===== config.mk =====
export PLATFORM = sky130hd
export DESIGN_NAME = battery_gauge_charge_band_control_flat
export DESIGN_NICKNAME = d
export VERILOG_FILES = /design/src/rtl/bgc_pkg.sv /design/src/rtl/bgc_if.sv /design/src/rtl/bgc_curve_stage.sv /design/src/rtl/bgc_band_stage.sv /design/src/rtl/bgc_out_stage.sv /design/src/rtl/battery_gauge_charge_band_control.sv /design/src/flat_wrapper.sv
export SDC_FILE = /design/constraint.sdc
export NUM_CORES = 1
export LEC_CHECK = 0
export ABC_AREA = 0
export ABC_CLOCK_PERIOD_IN_PS = 15800
export BUFFER_PORTS_ARGS = -buffer_cell sky130_fd_sc_hd__buf_2
export CAP_MARGIN = 20
export CORE_UTILIZATION = 60
export DETAILED_ROUTE_END_ITERATION = 7
export PLACE_DENSITY_LB_ADDON = 0.3
export SETUP_SLACK_MARGIN = 0.2
export SLEW_MARGIN = 20
export SYNTH_ARGS = -nofsm -noshare
export SYNTH_HDL_FRONTEND = slang
export SYNTH_SLANG_ARGS = --single-unit

===== constraint.sdc =====
create_clock -name clock -period 15.8 [get_ports clock]
set_input_delay 2.37 -clock clock [delete_from_list [all_inputs] [get_ports clock]]
set_output_delay 2.37 -clock clock [all_outputs]
set_load 0.01 [all_outputs]

===== src/rtl/bgc_pkg.sv =====
// ----------------------------------------------------------------------------
// bgc_pkg: shared types, constants and helpers for the battery gauge
// Discharge curve, register indexes, pipeline payload types and the
// compare/subtract step used by the percentage divider.
// ----------------------------------------------------------------------------
`default_nettype none

package bgc_pkg;

   // discharge curve: first threshold not below the sample gives index*5 %
   localparam int unsigned CurvePoints = 21;
   localparam logic [15:0] CURVE_MV [CurvePoints] = '{
      16'd3399, 16'd3620, 16'd3670, 16'd3710, 16'd3730, 16'd3740, 16'd3750,
      16'd3780, 16'd3795, 16'd3815, 16'd3825, 16'd3880, 16'd3925, 16'd3980,
      16'd4045, 16'd4070, 16'd4135, 16'd4200, 16'd4225, 16'd4285, 16'hFFFF
   };

   localparam int unsigned IdxW   = 5;    // curve index 0..20
   localparam int unsigned PctW   = 7;    // percentages 0..127
   localparam int unsigned NumW   = 11;   // index*100 up to 2000
   localparam int unsigned QuoW   = 7;    // quotient below 128
   localparam int unsigned QuoSplit = 4;  // quotient bits done in the output stage

   localparam logic [PctW-1:0] PCT_STEP = 7'd5;
   localparam logic [PctW-1:0] PCT_FULL = 7'd100;
   localparam logic [NumW-1:0] NUM_SCALE = 11'd100;

   // status / control byte fields
   localparam int unsigned CHG_ENABLE_BIT = 4;
   localparam int unsigned PWR_GOOD_BIT   = 2;
   localparam logic [1:0]  CHG_STATE_DONE = 2'b11;

   typedef logic [IdxW-1:0] idx_type;

   // register indexes of the configuration port
   typedef enum logic [1:0] {
      CSR_FULL_MV      = 2'd0,
      CSR_STOP_PCT     = 2'd1,
      CSR_RESUME_PCT   = 2'd2,
      CSR_STORAGE_MODE = 2'd3
   } csr_index_type;

   typedef struct packed {
      logic [15:0]     full_voltage_mv;
      logic [PctW-1:0] stop_percent;
      logic [PctW-1:0] resume_percent;
      logic            storage_mode;
   } cfg_type;

   // curve stage -> band stage
   typedef struct packed {
      idx_type    raw_idx;
      idx_type    full_idx;
      logic       mv_nonzero;
      logic [7:0] status_byte;
      logic [7:0] control_byte;
   } curve_type;

   // band stage -> output stage
   typedef struct packed {
      idx_type         raw_idx;
      idx_type         full_idx;
      logic [PctW-1:0] raw_pct;
      logic [NumW-1:0] rem;
      logic [QuoW-1:0] quo;
      logic            write_needed;
      logic [7:0]      new_control_byte;
   } band_type;

   typedef struct packed {
      logic [PctW-1:0] charge_percent;
      logic            write_needed;
      logic [7:0]      new_control_byte;
   } result_type;

   // priority search over the curve thresholds
   function automatic idx_type curve_index(input logic [15:0] mv);
      idx_type idx;
      idx = IdxW'(CurvePoints - 1);
      for (int i = CurvePoints - 1; i >= 0; i--) begin
         if (mv <= CURVE_MV[i]) begin
            idx = IdxW'(i);
         end
      end
      return idx;
   endfunction

   // one restoring-division step: {quotient bit, new remainder}
   function automatic logic [NumW:0] div_step(input logic [NumW-1:0] rem,
                                              input logic [NumW-1:0] dsh);
      if (rem >= dsh) begin
         return {1'b1, rem - dsh};
      end
      return {1'b0, rem};
   endfunction

endpackage

`default_nettype wire


===== src/rtl/bgc_if.sv =====
// ----------------------------------------------------------------------------
// bgc_if: valid/ready channels of the battery gauge
// Request channel carries a sample with the charger bytes, response channel
// carries the gauge result.
// ----------------------------------------------------------------------------
`default_nettype none

interface bgc_req_if;
   logic        valid;
   logic        ready;
   logic [15:0] battery_mv;
   logic [7:0]  status_byte;
   logic [7:0]  control_byte;

   modport source (output valid, output battery_mv, output status_byte,
                   output control_byte, input ready);
   modport sink   (input valid, input battery_mv, input status_byte,
                   input control_byte, output ready);
endinterface

interface bgc_rsp_if;
   logic       valid;
   logic       ready;
   logic [6:0] charge_percent;
   logic       write_needed;
   logic [7:0] new_control_byte;

   modport source (output valid, output charge_percent, output write_needed,
                   output new_control_byte, input ready);
   modport sink   (input valid, input charge_percent, input write_needed,
                   input new_control_byte, output ready);
endinterface

`default_nettype wire


===== src/rtl/bgc_curve_stage.sv =====
// ----------------------------------------------------------------------------
// bgc_curve_stage: first pipeline stage
// Maps the sample and the full-charge voltage to curve indexes.
// ----------------------------------------------------------------------------
`default_nettype none

module bgc_curve_stage (
   input  wire logic               clock,
   input  wire logic               reset,
   input  wire bgc_pkg::cfg_type   cfg,
   input  wire logic               in_valid,
   output logic                    in_ready,
   input  wire logic [15:0]        battery_mv,
   input  wire logic [7:0]         status_byte,
   input  wire logic [7:0]         control_byte,
   output logic                    out_valid,
   input  wire logic               out_ready,
   output bgc_pkg::curve_type      out_data
);

   logic               valid_ff;
   bgc_pkg::curve_type data_ff;
   bgc_pkg::curve_type data_in;

   assign in_ready = !valid_ff || out_ready;

   // curve searches for sample and full voltage
   always_comb begin
      data_in.raw_idx      = bgc_pkg::curve_index(battery_mv);
      data_in.full_idx     = bgc_pkg::curve_index(cfg.full_voltage_mv);
      data_in.mv_nonzero   = (battery_mv != 16'd0);
      data_in.status_byte  = status_byte;
      data_in.control_byte = control_byte;
   end

   always_ff @(posedge clock) begin
      if (reset) begin
         valid_ff <= 1'b0;
      end else if (in_ready) begin
         valid_ff <= in_valid;
      end
   end

   always_ff @(posedge clock) begin
      if (in_valid && in_ready) begin
         data_ff <= data_in;
      end
   end

   assign out_valid = valid_ff;
   assign out_data  = data_ff;

endmodule

`default_nettype wire


===== src/rtl/bgc_band_stage.sv =====
// ----------------------------------------------------------------------------
// bgc_band_stage: second pipeline stage
// Charge band control on the unscaled curve percentage, and the upper
// quotient bits of the percentage scaling.
// ----------------------------------------------------------------------------
`default_nettype none

module bgc_band_stage (
   input  wire logic               clock,
   input  wire logic               reset,
   input  wire bgc_pkg::cfg_type   cfg,
   input  wire logic               in_valid,
   output logic                    in_ready,
   input  wire bgc_pkg::curve_type in_data,
   output logic                    out_valid,
   input  wire logic               out_ready,
   output bgc_pkg::band_type       out_data
);

   logic                       valid_ff;
   bgc_pkg::band_type          data_ff;
   bgc_pkg::band_type          data_in;
   logic [bgc_pkg::NumW:0]     step;
   logic [bgc_pkg::NumW-1:0]   rem;
   logic [7:0]                 ctrl;
   logic                       band_on;

   assign in_ready = !valid_ff || out_ready;

   always_comb begin
      data_in.raw_idx  = in_data.raw_idx;
      data_in.full_idx = in_data.full_idx;
      data_in.raw_pct  = bgc_pkg::PctW'(in_data.raw_idx) * bgc_pkg::PCT_STEP;

      // upper quotient bits of raw_idx*100 / full_idx
      rem = bgc_pkg::NumW'(in_data.raw_idx) * bgc_pkg::NUM_SCALE;
      data_in.quo = '0;
      for (int k = bgc_pkg::QuoW - 1; k >= bgc_pkg::QuoSplit; k--) begin
         step = bgc_pkg::div_step(rem, bgc_pkg::NumW'(in_data.full_idx) << k);
         data_in.quo[k] = step[bgc_pkg::NumW];
         rem = step[bgc_pkg::NumW-1:0];
      end
      data_in.rem = rem;

      // hysteresis band on the charge enable bit
      ctrl    = in_data.control_byte;
      band_on = in_data.mv_nonzero && cfg.storage_mode &&
                in_data.status_byte[bgc_pkg::PWR_GOOD_BIT];
      if (band_on) begin
         if (ctrl[bgc_pkg::CHG_ENABLE_BIT]) begin
            if (in_data.status_byte[4:3] == bgc_pkg::CHG_STATE_DONE ||
                data_in.raw_pct >= cfg.stop_percent) begin
               ctrl[bgc_pkg::CHG_ENABLE_BIT] = 1'b0;
            end
         end else if (data_in.raw_pct <= cfg.resume_percent) begin
            ctrl[bgc_pkg::CHG_ENABLE_BIT] = 1'b1;
         end
      end
      data_in.new_control_byte = ctrl;
      data_in.write_needed     = (ctrl != in_data.control_byte);
   end

   always_ff @(posedge clock) begin
      if (reset) begin
         valid_ff <= 1'b0;
      end else if (in_ready) begin
         valid_ff <= in_valid;
      end
   end

   always_ff @(posedge clock) begin
      if (in_valid && in_ready) begin
         data_ff <= data_in;
      end
   end

   assign out_valid = valid_ff;
   assign out_data  = data_ff;

endmodule

`default_nettype wire


===== src/rtl/bgc_out_stage.sv =====
// ----------------------------------------------------------------------------
// bgc_out_stage: last pipeline stage and result register
// Finishes the quotient, applies the cap and the zero-scale case.
// ----------------------------------------------------------------------------
`default_nettype none

module bgc_out_stage (
   input  wire logic              clock,
   input  wire logic              reset,
   input  wire logic              in_valid,
   output logic                   in_ready,
   input  wire bgc_pkg::band_type in_data,
   output logic                   out_valid,
   input  wire logic              out_ready,
   output bgc_pkg::result_type    out_data
);

   logic                       valid_ff;
   bgc_pkg::result_type        data_ff;
   bgc_pkg::result_type        data_in;
   logic [bgc_pkg::NumW:0]     step;
   logic [bgc_pkg::NumW-1:0]   rem;
   logic [bgc_pkg::QuoW-1:0]   quo;

   assign in_ready = !valid_ff || out_ready;

   always_comb begin
      // lower quotient bits
      rem = in_data.rem;
      quo = in_data.quo;
      for (int k = bgc_pkg::QuoSplit - 1; k >= 0; k--) begin
         step = bgc_pkg::div_step(rem, bgc_pkg::NumW'(in_data.full_idx) << k);
         quo[k] = step[bgc_pkg::NumW];
         rem = step[bgc_pkg::NumW-1:0];
      end

      // zero scale passes the curve value; at or above full caps at 100
      if (in_data.full_idx == '0) begin
         data_in.charge_percent = in_data.raw_pct;
      end else if (in_data.raw_idx >= in_data.full_idx) begin
         data_in.charge_percent = bgc_pkg::PCT_FULL;
      end else begin
         data_in.charge_percent = quo;
      end
      data_in.write_needed     = in_data.write_needed;
      data_in.new_control_byte = in_data.new_control_byte;
   end

   always_ff @(posedge clock) begin
      if (reset) begin
         valid_ff <= 1'b0;
      end else if (in_ready) begin
         valid_ff <= in_valid;
      end
   end

   always_ff @(posedge clock) begin
      if (in_valid && in_ready) begin
         data_ff <= data_in;
      end
   end

   assign out_valid = valid_ff;
   assign out_data  = data_ff;

endmodule

`default_nettype wire


===== src/rtl/battery_gauge_charge_band_control.sv =====
// ----------------------------------------------------------------------------
// battery_gauge_charge_band_control: battery gauge with charge band control
// Curve lookup of the sample, percentage scaling against the full-charge
// voltage, and hysteresis control of the charger's enable bit.
// ----------------------------------------------------------------------------
//  channel  | dir | handshake      | payload
//  ---------+-----+----------------+------------------------------------------
//  req_ch   | in  | valid/ready    | battery_mv, status_byte, control_byte
//  rsp_ch   | out | valid/ready    | charge_percent, write_needed,
//           |     |                | new_control_byte
//  csr_*    | in  | csr_wr_en only | csr_index, csr_wr_data
//
//  One item per cycle while rsp_ch is not stalled; each item is registered
//  in the curve stage, the band stage and the output stage in turn, and its
//  result is offered on rsp_ch from the output stage register.
//  Reset clears the stage valid bits and loads the register defaults.
//  Each stage holds while the stage after it is full and stalled; an empty
//  stage keeps accepting, so bubbles are absorbed while rsp_ch is stalled.
// ----------------------------------------------------------------------------
`default_nettype none

module battery_gauge_charge_band_control (
   input  wire logic  clock,
   input  wire logic  reset,
   bgc_req_if.sink    req_ch,
   bgc_rsp_if.source  rsp_ch,
   input  wire logic        csr_wr_en,
   input  wire logic [1:0]  csr_index,
   input  wire logic [15:0] csr_wr_data
);

   bgc_pkg::cfg_type    cfg_ff;
   logic                s1_valid;
   logic                s1_ready;
   bgc_pkg::curve_type  s1_data;
   logic                s2_valid;
   logic                s2_ready;
   bgc_pkg::band_type   s2_data;
   bgc_pkg::result_type rsp_data;

   // configuration registers
   always_ff @(posedge clock) begin
      if (reset) begin
         cfg_ff.full_voltage_mv <= 16'd4096;
         cfg_ff.stop_percent    <= 7'd80;
         cfg_ff.resume_percent  <= 7'd75;
         cfg_ff.storage_mode    <= 1'b1;
      end else if (csr_wr_en) begin
         case (bgc_pkg::csr_index_type'(csr_index))
            bgc_pkg::CSR_FULL_MV: begin
               cfg_ff.full_voltage_mv <= csr_wr_data;
            end
            bgc_pkg::CSR_STOP_PCT: begin
               cfg_ff.stop_percent <= csr_wr_data[bgc_pkg::PctW-1:0];
            end
            bgc_pkg::CSR_RESUME_PCT: begin
               cfg_ff.resume_percent <= csr_wr_data[bgc_pkg::PctW-1:0];
            end
            bgc_pkg::CSR_STORAGE_MODE: begin
               cfg_ff.storage_mode <= csr_wr_data[0];
            end
            default: begin
            end
         endcase
      end
   end

   bgc_curve_stage u_curve (
      .clock        (clock),
      .reset        (reset),
      .cfg          (cfg_ff),
      .in_valid     (req_ch.valid),
      .in_ready     (req_ch.ready),
      .battery_mv   (req_ch.battery_mv),
      .status_byte  (req_ch.status_byte),
      .control_byte (req_ch.control_byte),
      .out_valid    (s1_valid),
      .out_ready    (s1_ready),
      .out_data     (s1_data)
   );

   bgc_band_stage u_band (
      .clock     (clock),
      .reset     (reset),
      .cfg       (cfg_ff),
      .in_valid  (s1_valid),
      .in_ready  (s1_ready),
      .in_data   (s1_data),
      .out_valid (s2_valid),
      .out_ready (s2_ready),
      .out_data  (s2_data)
   );

   bgc_out_stage u_out (
      .clock     (clock),
      .reset     (reset),
      .in_valid  (s2_valid),
      .in_ready  (s2_ready),
      .in_data   (s2_data),
      .out_valid (rsp_ch.valid),
      .out_ready (rsp_ch.ready),
      .out_data  (rsp_data)
   );

   assign rsp_ch.charge_percent   = rsp_data.charge_percent;
   assign rsp_ch.write_needed     = rsp_data.write_needed;
   assign rsp_ch.new_control_byte = rsp_data.new_control_byte;

endmodule

`default_nettype wire


===== src/flat_wrapper.sv =====
// flat-port wrapper written by rule: the top's interface ports become plain ports
module battery_gauge_charge_band_control_flat 
  (clock, reset, csr_wr_en, csr_index, csr_wr_data, req_ch_valid, req_ch_battery_mv, req_ch_status_byte, req_ch_control_byte, req_ch_ready, rsp_ch_valid, rsp_ch_charge_percent, rsp_ch_write_needed, rsp_ch_new_control_byte, rsp_ch_ready);
  bgc_req_if req_ch_i ();
  bgc_rsp_if rsp_ch_i ();
  input  wire logic clock;
  input  wire logic reset;
  input  wire logic csr_wr_en;
  input  wire logic [1:0] csr_index;
  input  wire logic [15:0] csr_wr_data;
  input wire logic [$bits(req_ch_i.valid)-1:0] req_ch_valid;
  input wire logic [$bits(req_ch_i.battery_mv)-1:0] req_ch_battery_mv;
  input wire logic [$bits(req_ch_i.status_byte)-1:0] req_ch_status_byte;
  input wire logic [$bits(req_ch_i.control_byte)-1:0] req_ch_control_byte;
  output wire logic [$bits(req_ch_i.ready)-1:0] req_ch_ready;
  output wire logic [$bits(rsp_ch_i.valid)-1:0] rsp_ch_valid;
  output wire logic [$bits(rsp_ch_i.charge_percent)-1:0] rsp_ch_charge_percent;
  output wire logic [$bits(rsp_ch_i.write_needed)-1:0] rsp_ch_write_needed;
  output wire logic [$bits(rsp_ch_i.new_control_byte)-1:0] rsp_ch_new_control_byte;
  input wire logic [$bits(rsp_ch_i.ready)-1:0] rsp_ch_ready;
  assign req_ch_i.valid = req_ch_valid;
  assign req_ch_i.battery_mv = req_ch_battery_mv;
  assign req_ch_i.status_byte = req_ch_status_byte;
  assign req_ch_i.control_byte = req_ch_control_byte;
  assign req_ch_ready = req_ch_i.ready;
  assign rsp_ch_valid = rsp_ch_i.valid;
  assign rsp_ch_charge_percent = rsp_ch_i.charge_percent;
  assign rsp_ch_write_needed = rsp_ch_i.write_needed;
  assign rsp_ch_new_control_byte = rsp_ch_i.new_control_byte;
  assign rsp_ch_i.ready = rsp_ch_ready;
  battery_gauge_charge_band_control u_core (.clock(clock), .reset(reset), .req_ch(req_ch_i), .rsp_ch(rsp_ch_i), .csr_wr_en(csr_wr_en), .csr_index(csr_index), .csr_wr_data(csr_wr_data));
endmodule

=== Word-level counts from Yosys, hierarchy flattened ===
Cells that the tools add are included.

* Register bits: 114
* Input bits: 55
* Output and inout port bits: 18
* Logic and storage cells: 188

* Add/subtract/negate cells: 7
* Multiply operators: 2
* Order comparisons: 50
* Eq/ne operators: 5
* Mux-type cells: 65
* Reductions and logical operators: 27

{| class="wikitable"
|+ Operators by type and width
! operator !! number
|-
| 16-bit by 12-bit <= comparator with 1-bit output, second input constant || 32
|-
| 12-bit 2-to-1 mux || 11
|-
| 16-bit by 13-bit <= comparator with 1-bit output, second input constant || 8
|-
| 4-bit 2-to-1 mux || 16
|-
| 11-bit 2-to-1 mux || 3
|-
| 16-bit OR reduction || 2
|-
| 3-bit 2-to-1 mux || 10
|-
| 5-bit 2-to-1 mux || 6
|-
| 16-bit nonzero test || 1
|-
| 8-bit OR reduction || 2
|-
| 7-bit 2-to-1 mux || 2
|-
| 1-bit 2-to-1 mux || 13
|-
| 11-bit by 10-bit greater-or-equal comparator with 1-bit output || 1
|-
| 11-bit greater-or-equal comparator || 1
|-
| 11-bit by 5-bit greater-or-equal comparator with 1-bit output || 1
|-
| 11-bit by 6-bit greater-or-equal comparator with 1-bit output || 1
|-
| 11-bit by 7-bit greater-or-equal comparator with 1-bit output || 1
|-
| 11-bit by 8-bit greater-or-equal comparator with 1-bit output || 1
|-
| 11-bit by 9-bit greater-or-equal comparator with 1-bit output || 1
|-
| 11-bit by 10-bit subtractor with 11-bit output || 1
|-
| 11-bit subtractor || 1
|-
| 11-bit by 5-bit subtractor with 11-bit output || 1
|-
| 11-bit by 6-bit subtractor with 11-bit output || 1
|-
| 11-bit by 7-bit subtractor with 11-bit output || 1
|-
| 19 further kinds || 38
|}

=== Depth between registers and ports, before layout ===
* Word-level depth: 20
* Gate-level depth with buffers: 33
* Depth with buffers taken out: 33

=== Hierarchy ===
A second synthesis with hierarchy kept.

* Cells, all modules: 876
* Area, all modules: 8,514.4 µm²

{| class="wikitable"
|+ Modules (own cells, without submodules)
! module !! times used !! cells an instance !! area an instance (µm²) !! seq. area each (µm²)
|-
| bgc_band_stage || 1 || 267 || 2,936.6 || 1,041.0
|-
| bgc_curve_stage || 1 || 261 || 2,262.2 || 830.8
|-
| bgc_out_stage || 1 || 222 || 2,001.9 || 500.5
|-
| battery_gauge_charge_band_control || 1 || 126 || 1,313.8 || 620.6
|}

=== Worst setup path before layout ===
OpenSTA, ideal clock, no wires.

* Path kind: flip-flop to flip-flop
* From: reg u_core.u_curve.data_ff (netlist bit u_core.u_curve.out_data[22])
* To: reg u_core.u_band.data_ff (netlist bit u_core.u_band.out_data[21]) (data pin)
* Setup time: 260 ps
* Arrival time: 6,393 ps
* Data required time: 15,540 ps
* Path slack: 9,147 ps
* Cell stages (with the launch flop): 30
* Buffers on the path: 0
* Period minus slack after synthesis: 6,653 ps
* Cells stage by stage: edfxtp_1 inv_1 ha_1 ha_1 ha_1 inv_1 fa_1 xnor2_1 ha_1 and4bb_1 and3_1 o311a_4 nor2b_4 nor2_1 a21oi_1 inv_1 ha_1 and4b_2 nand4_1 nand3b_1 a21oi_1 o211ai_4 a21oi_1 ha_1 a21o_1 a21o_1 a21oi_1 o21bai_1 nor4_4 mux2_2

{| class="wikitable"
|+ RTL lines
! element !! RTL line !! RTL
|-
| from (decl) || bgc_curve_stage.sv:22 || <nowiki>bgc_pkg::curve_type data_ff;</nowiki>
|-
| from (signal assigned) || bgc_curve_stage.sv:46 || <nowiki>data_ff <= data_in;</nowiki>
|-
| to (signal assigned) || bgc_band_stage.sv:73 || <nowiki>data_ff <= data_in;</nowiki>
|-
| to (decl) || bgc_band_stage.sv:21 || <nowiki>bgc_pkg::band_type data_ff;</nowiki>
|}

==> impl_metrics.tcl <==
set metrics [dict create \
    synth_top_cell_by_area "edfxtp_1" \
    clock_latency_ps 350 \
    crit_path_frequent_cell "ha_1" \
    hold_buffers 0 \
    synth_area_per_cell_um2 9.01 \
    cts.htree.levels 3 \
    ys_seq_area_share_pct 36.8 \
    synth_top_family_by_area "simple AND/OR/NAND/NOR gates" \
    dp_hpwl_um 12800 \
    fp.dieH_um 115 \
    synth_fa_ha_area_share_pct 14.1 \
    critPathMaxStageDelay_ps 510 \
    die-area_um2 13300 \
    worstSetupPathType "reg2reg" \
    cp.required_ps 15900 \
    start_util_pct 61.5 \
    cts_setup_buffers 0 \
    grt_pass1_wl_um 27900 \
    rsz0062_at_grt "false" \
    intPower_mw 0.843 \
    clock_tree.root_cell "clkbuf_16" \
    clockBufferDepth 2 \
    cp-end-kind "flop" \
    hold_viol 0 \
    grt_pass1_vias 6026 \
    synthTopCellsByCount "nand2_1, a21oi_1, ha_1, edfxtp_1, inv_1" \
    power.switching_mw 0.586 \
    clkPwrFrac_pct 15.9 \
    drv_cap 0 \
    p_per_area_nw_per_um2 168 \
    synthXorXnorAreaFrac_pct 2.27 \
    fmax_mhz 131 \
    grt_max_degree 35 \
    sequentialPowerShare_pct 26.1 \
    tightest_slew_ps 993 \
    p_total_mw 1.43 \
    synthMuxAreaShare_pct 2.64 \
    final.min_clock_period_ps 7620 \
    cts.sinks 106 \
    slew-limit-headroom_pct 33.2 \
    start_kind "flop" \
    slowest_stage "edfxtp_1" \
    clock_skew_ps 8.57 \
    netlist_area_um2 7730 \
    yosys_warnings 0 \
    drc 2 \
    synth_area_leaders "edfxtp_1, ha_1, dfxtp_1" \
    fin_crit_sh_pct 48.2 \
    totalWireLength_um 17200 \
    slew_violations 0 \
    synth_cell_type_count 72 \
    diodes 0 \
    p_sw_share_pct 41.0 \
    wl_per_cell_um 15.9 \
    p_comb_share_pct 58.0 \
    vdd_drop_max_mv 0.0771 \
    synth_cells 858 \
    drtPass1Iterations 7 \
    final_layout_size_suffix_gt1_share_pct 12.6 \
    cts-buffers-inserted 9 \
    drtAntennaViolNets 0 \
    synth_compound_area_share_pct 19.7 \
    area_growth_pct 10.3 \
    die_w_um 115 \
    yosysMostFrequentCell "nand2_1" \
    antenna_found_initial 0 \
    setup_viol_count_final 0 \
    cp_max_fo 7 \
    crit_arrival_ps 7720 \
    violations "design-rule violations" \
    grt-ovfl-total 0 \
    hp-class "reg2reg" \
    fill_cells 1020 \
    synth-simple-area-share_pct 19.8 \
    leakagePower_nw 3.56 \
    drt_iter0_markers 416 \
    fin_setup_tns_ps 0 \
    num_rows 41 \
    grt_use_total_pct 26.5 \
    status "complete, but fails checks" \
    avgViaCountPerCell 5.98 \
    synth_edf_count 72 \
    vias 6479 \
    ys_async_sr_fraction_pct 0 \
    synth_seq_cells 106 \
    ctsResizeCount 0 \
    finalNetCount 1044 \
    synth_nets 995 \
    port_buffers 67 \
    cts.clk_slew.worst_paths_ps 80 \
    yosysTopAreaCellShare_pct 28.0 \
    synthFlopType "edfxtp_1" \
    top_level_ports 73 \
    cts_tree "built" \
    coreArea_um2 12600 \
    place_congestion 0.914 \
]
## layout by cell type, fill, tap and decap left out, types with 4 or more instances in the layout
master and count:
a21boi_0 4, a21o_1 20, a21oi_1 83, a311oi_1 4, a31oi_1 8, a41o_1 4, and2_1 4, and3_1 10
buf_2 67, clkbuf_16 9, dfxtp_1 34, edfxtp_1 72, fa_1 8, ha_1 74, inv_1 66, mux2_2 7
mux2i_1 11, nand2_1 97, nand2b_1 10, nand3_1 19, nand3b_1 13, nand4_1 10, nor2_1 51, nor2b_1 17
nor3_1 19, nor3b_1 4, nor4_1 11, o21a_1 11, o21ai_0 49, o21bai_1 5, o22a_1 4, o22ai_1 4
o31ai_1 4, or2_2 6, or3_1 5, or4_1 4, xnor2_1 14, xor2_1 6
## layout make-up
class                           instances  area, um2  share of cell area, %
Clock buffer                            9        225                   2.64
Clock inverter                          7       78.8                  0.924
Inverter                               66        248                   2.91
Multi-Input combinational cell        653       4530                   53.1
Sequential cell                       106       2840                   33.3
Tap cell                              172        215                   2.52
Timing Repair Buffer                   71        385                   4.52
## routing by layer
| layer | share of wire (%) | GRT usage (%) |
|---|---|---|
| met1 | 45 | 33.9 |
| met2 | 50 | 46.6 |
| met5 | 0 | 0 |
| met3 | 4.2 | 3.03 |
| met4 | 1.6 | 8.57 |
## through the flow
step | instance area [um2] | worst slack [ps] | instances | util [%] | hold slack [ps]
floorplan | 7730 | 9150 | 858 | - | 400
global placement | 8200 | 8400 | 1067 | 65.2 | 401
detailed placement | 8200 | 8260 | 1067 | 65.2 | 405
CTS | 8500 | 8230 | 1083 | 67.6 | 419
global route | 8530 | 7510 | 1084 | 67.8 | 432
finish | 8530 | 8180 | 1084 | 67.8 | 422
## worst max-delay path: cells and delay by family (launching register included)
| kind | cells | cell delay, ps |
|---|---|---|
| fa+ha+maj | 6 | 1770 |
| flops | 1 | 510 |
| simple gates | 8 | 1840 |
| compound gates | 14 | 2870 |
| buf+inv | 2 | 170 |
| mux | 1 | 190 |
## logic make-up (layout without fill, tap and decap cells)
| group | Yosys count | after routing |
|---|---|---|
| adders and majority gates | 82 | 82 |
| muxes | 19 | 19 |
| buffers and inverters | 99 | 153 |
| xor gates and xnor gates | 20 | 20 |
| and+or+nand+nor | 295 | 295 |
| AOI/OAI and AO/OA | 237 | 237 |
| DFF | 106 | 106 |
## power by group through the flow
stage	clock, mW	sequential, mW	combinational (mW)
after global routing	0.238	0.377	0.922
after detailed placement	0	0.380	0.816
after floorplan	0	0.371	0.670
final	0.227	0.373	0.829
after CTS	0.228	0.374	0.824
after global placement	0	0.379	0.790
## path summary, 6_finish.rpt
path	endpoint	cells after the start	slack [ps]	from
setup / recovery	u_core.u_out.out_data[9]	31	8180	u_core.u_band.out_data[34]
hold / removal	u_core.u_band.out_data[7]	0	420	u_core.u_curve.out_data[7]
setup reg to reg	u_core.u_out.out_data[9]	31	8180	u_core.u_band.out_data[34]
hold reg to reg	u_core.u_band.out_data[7]	0	420	u_core.u_curve.out_data[7]
## flip-flops by register name (all words and copies together) (netlist names)
name and cells:
u_core.u_band.out_data 34, u_core.cfg_ff 31, u_core.u_curve.out_valid 1, u_core.u_band.out_valid 1, u_core.u_out.out_data 16, u_core.u_out.out_valid 1, u_core.u_curve.out_data 22
Power figures use the tool's default switching activity.
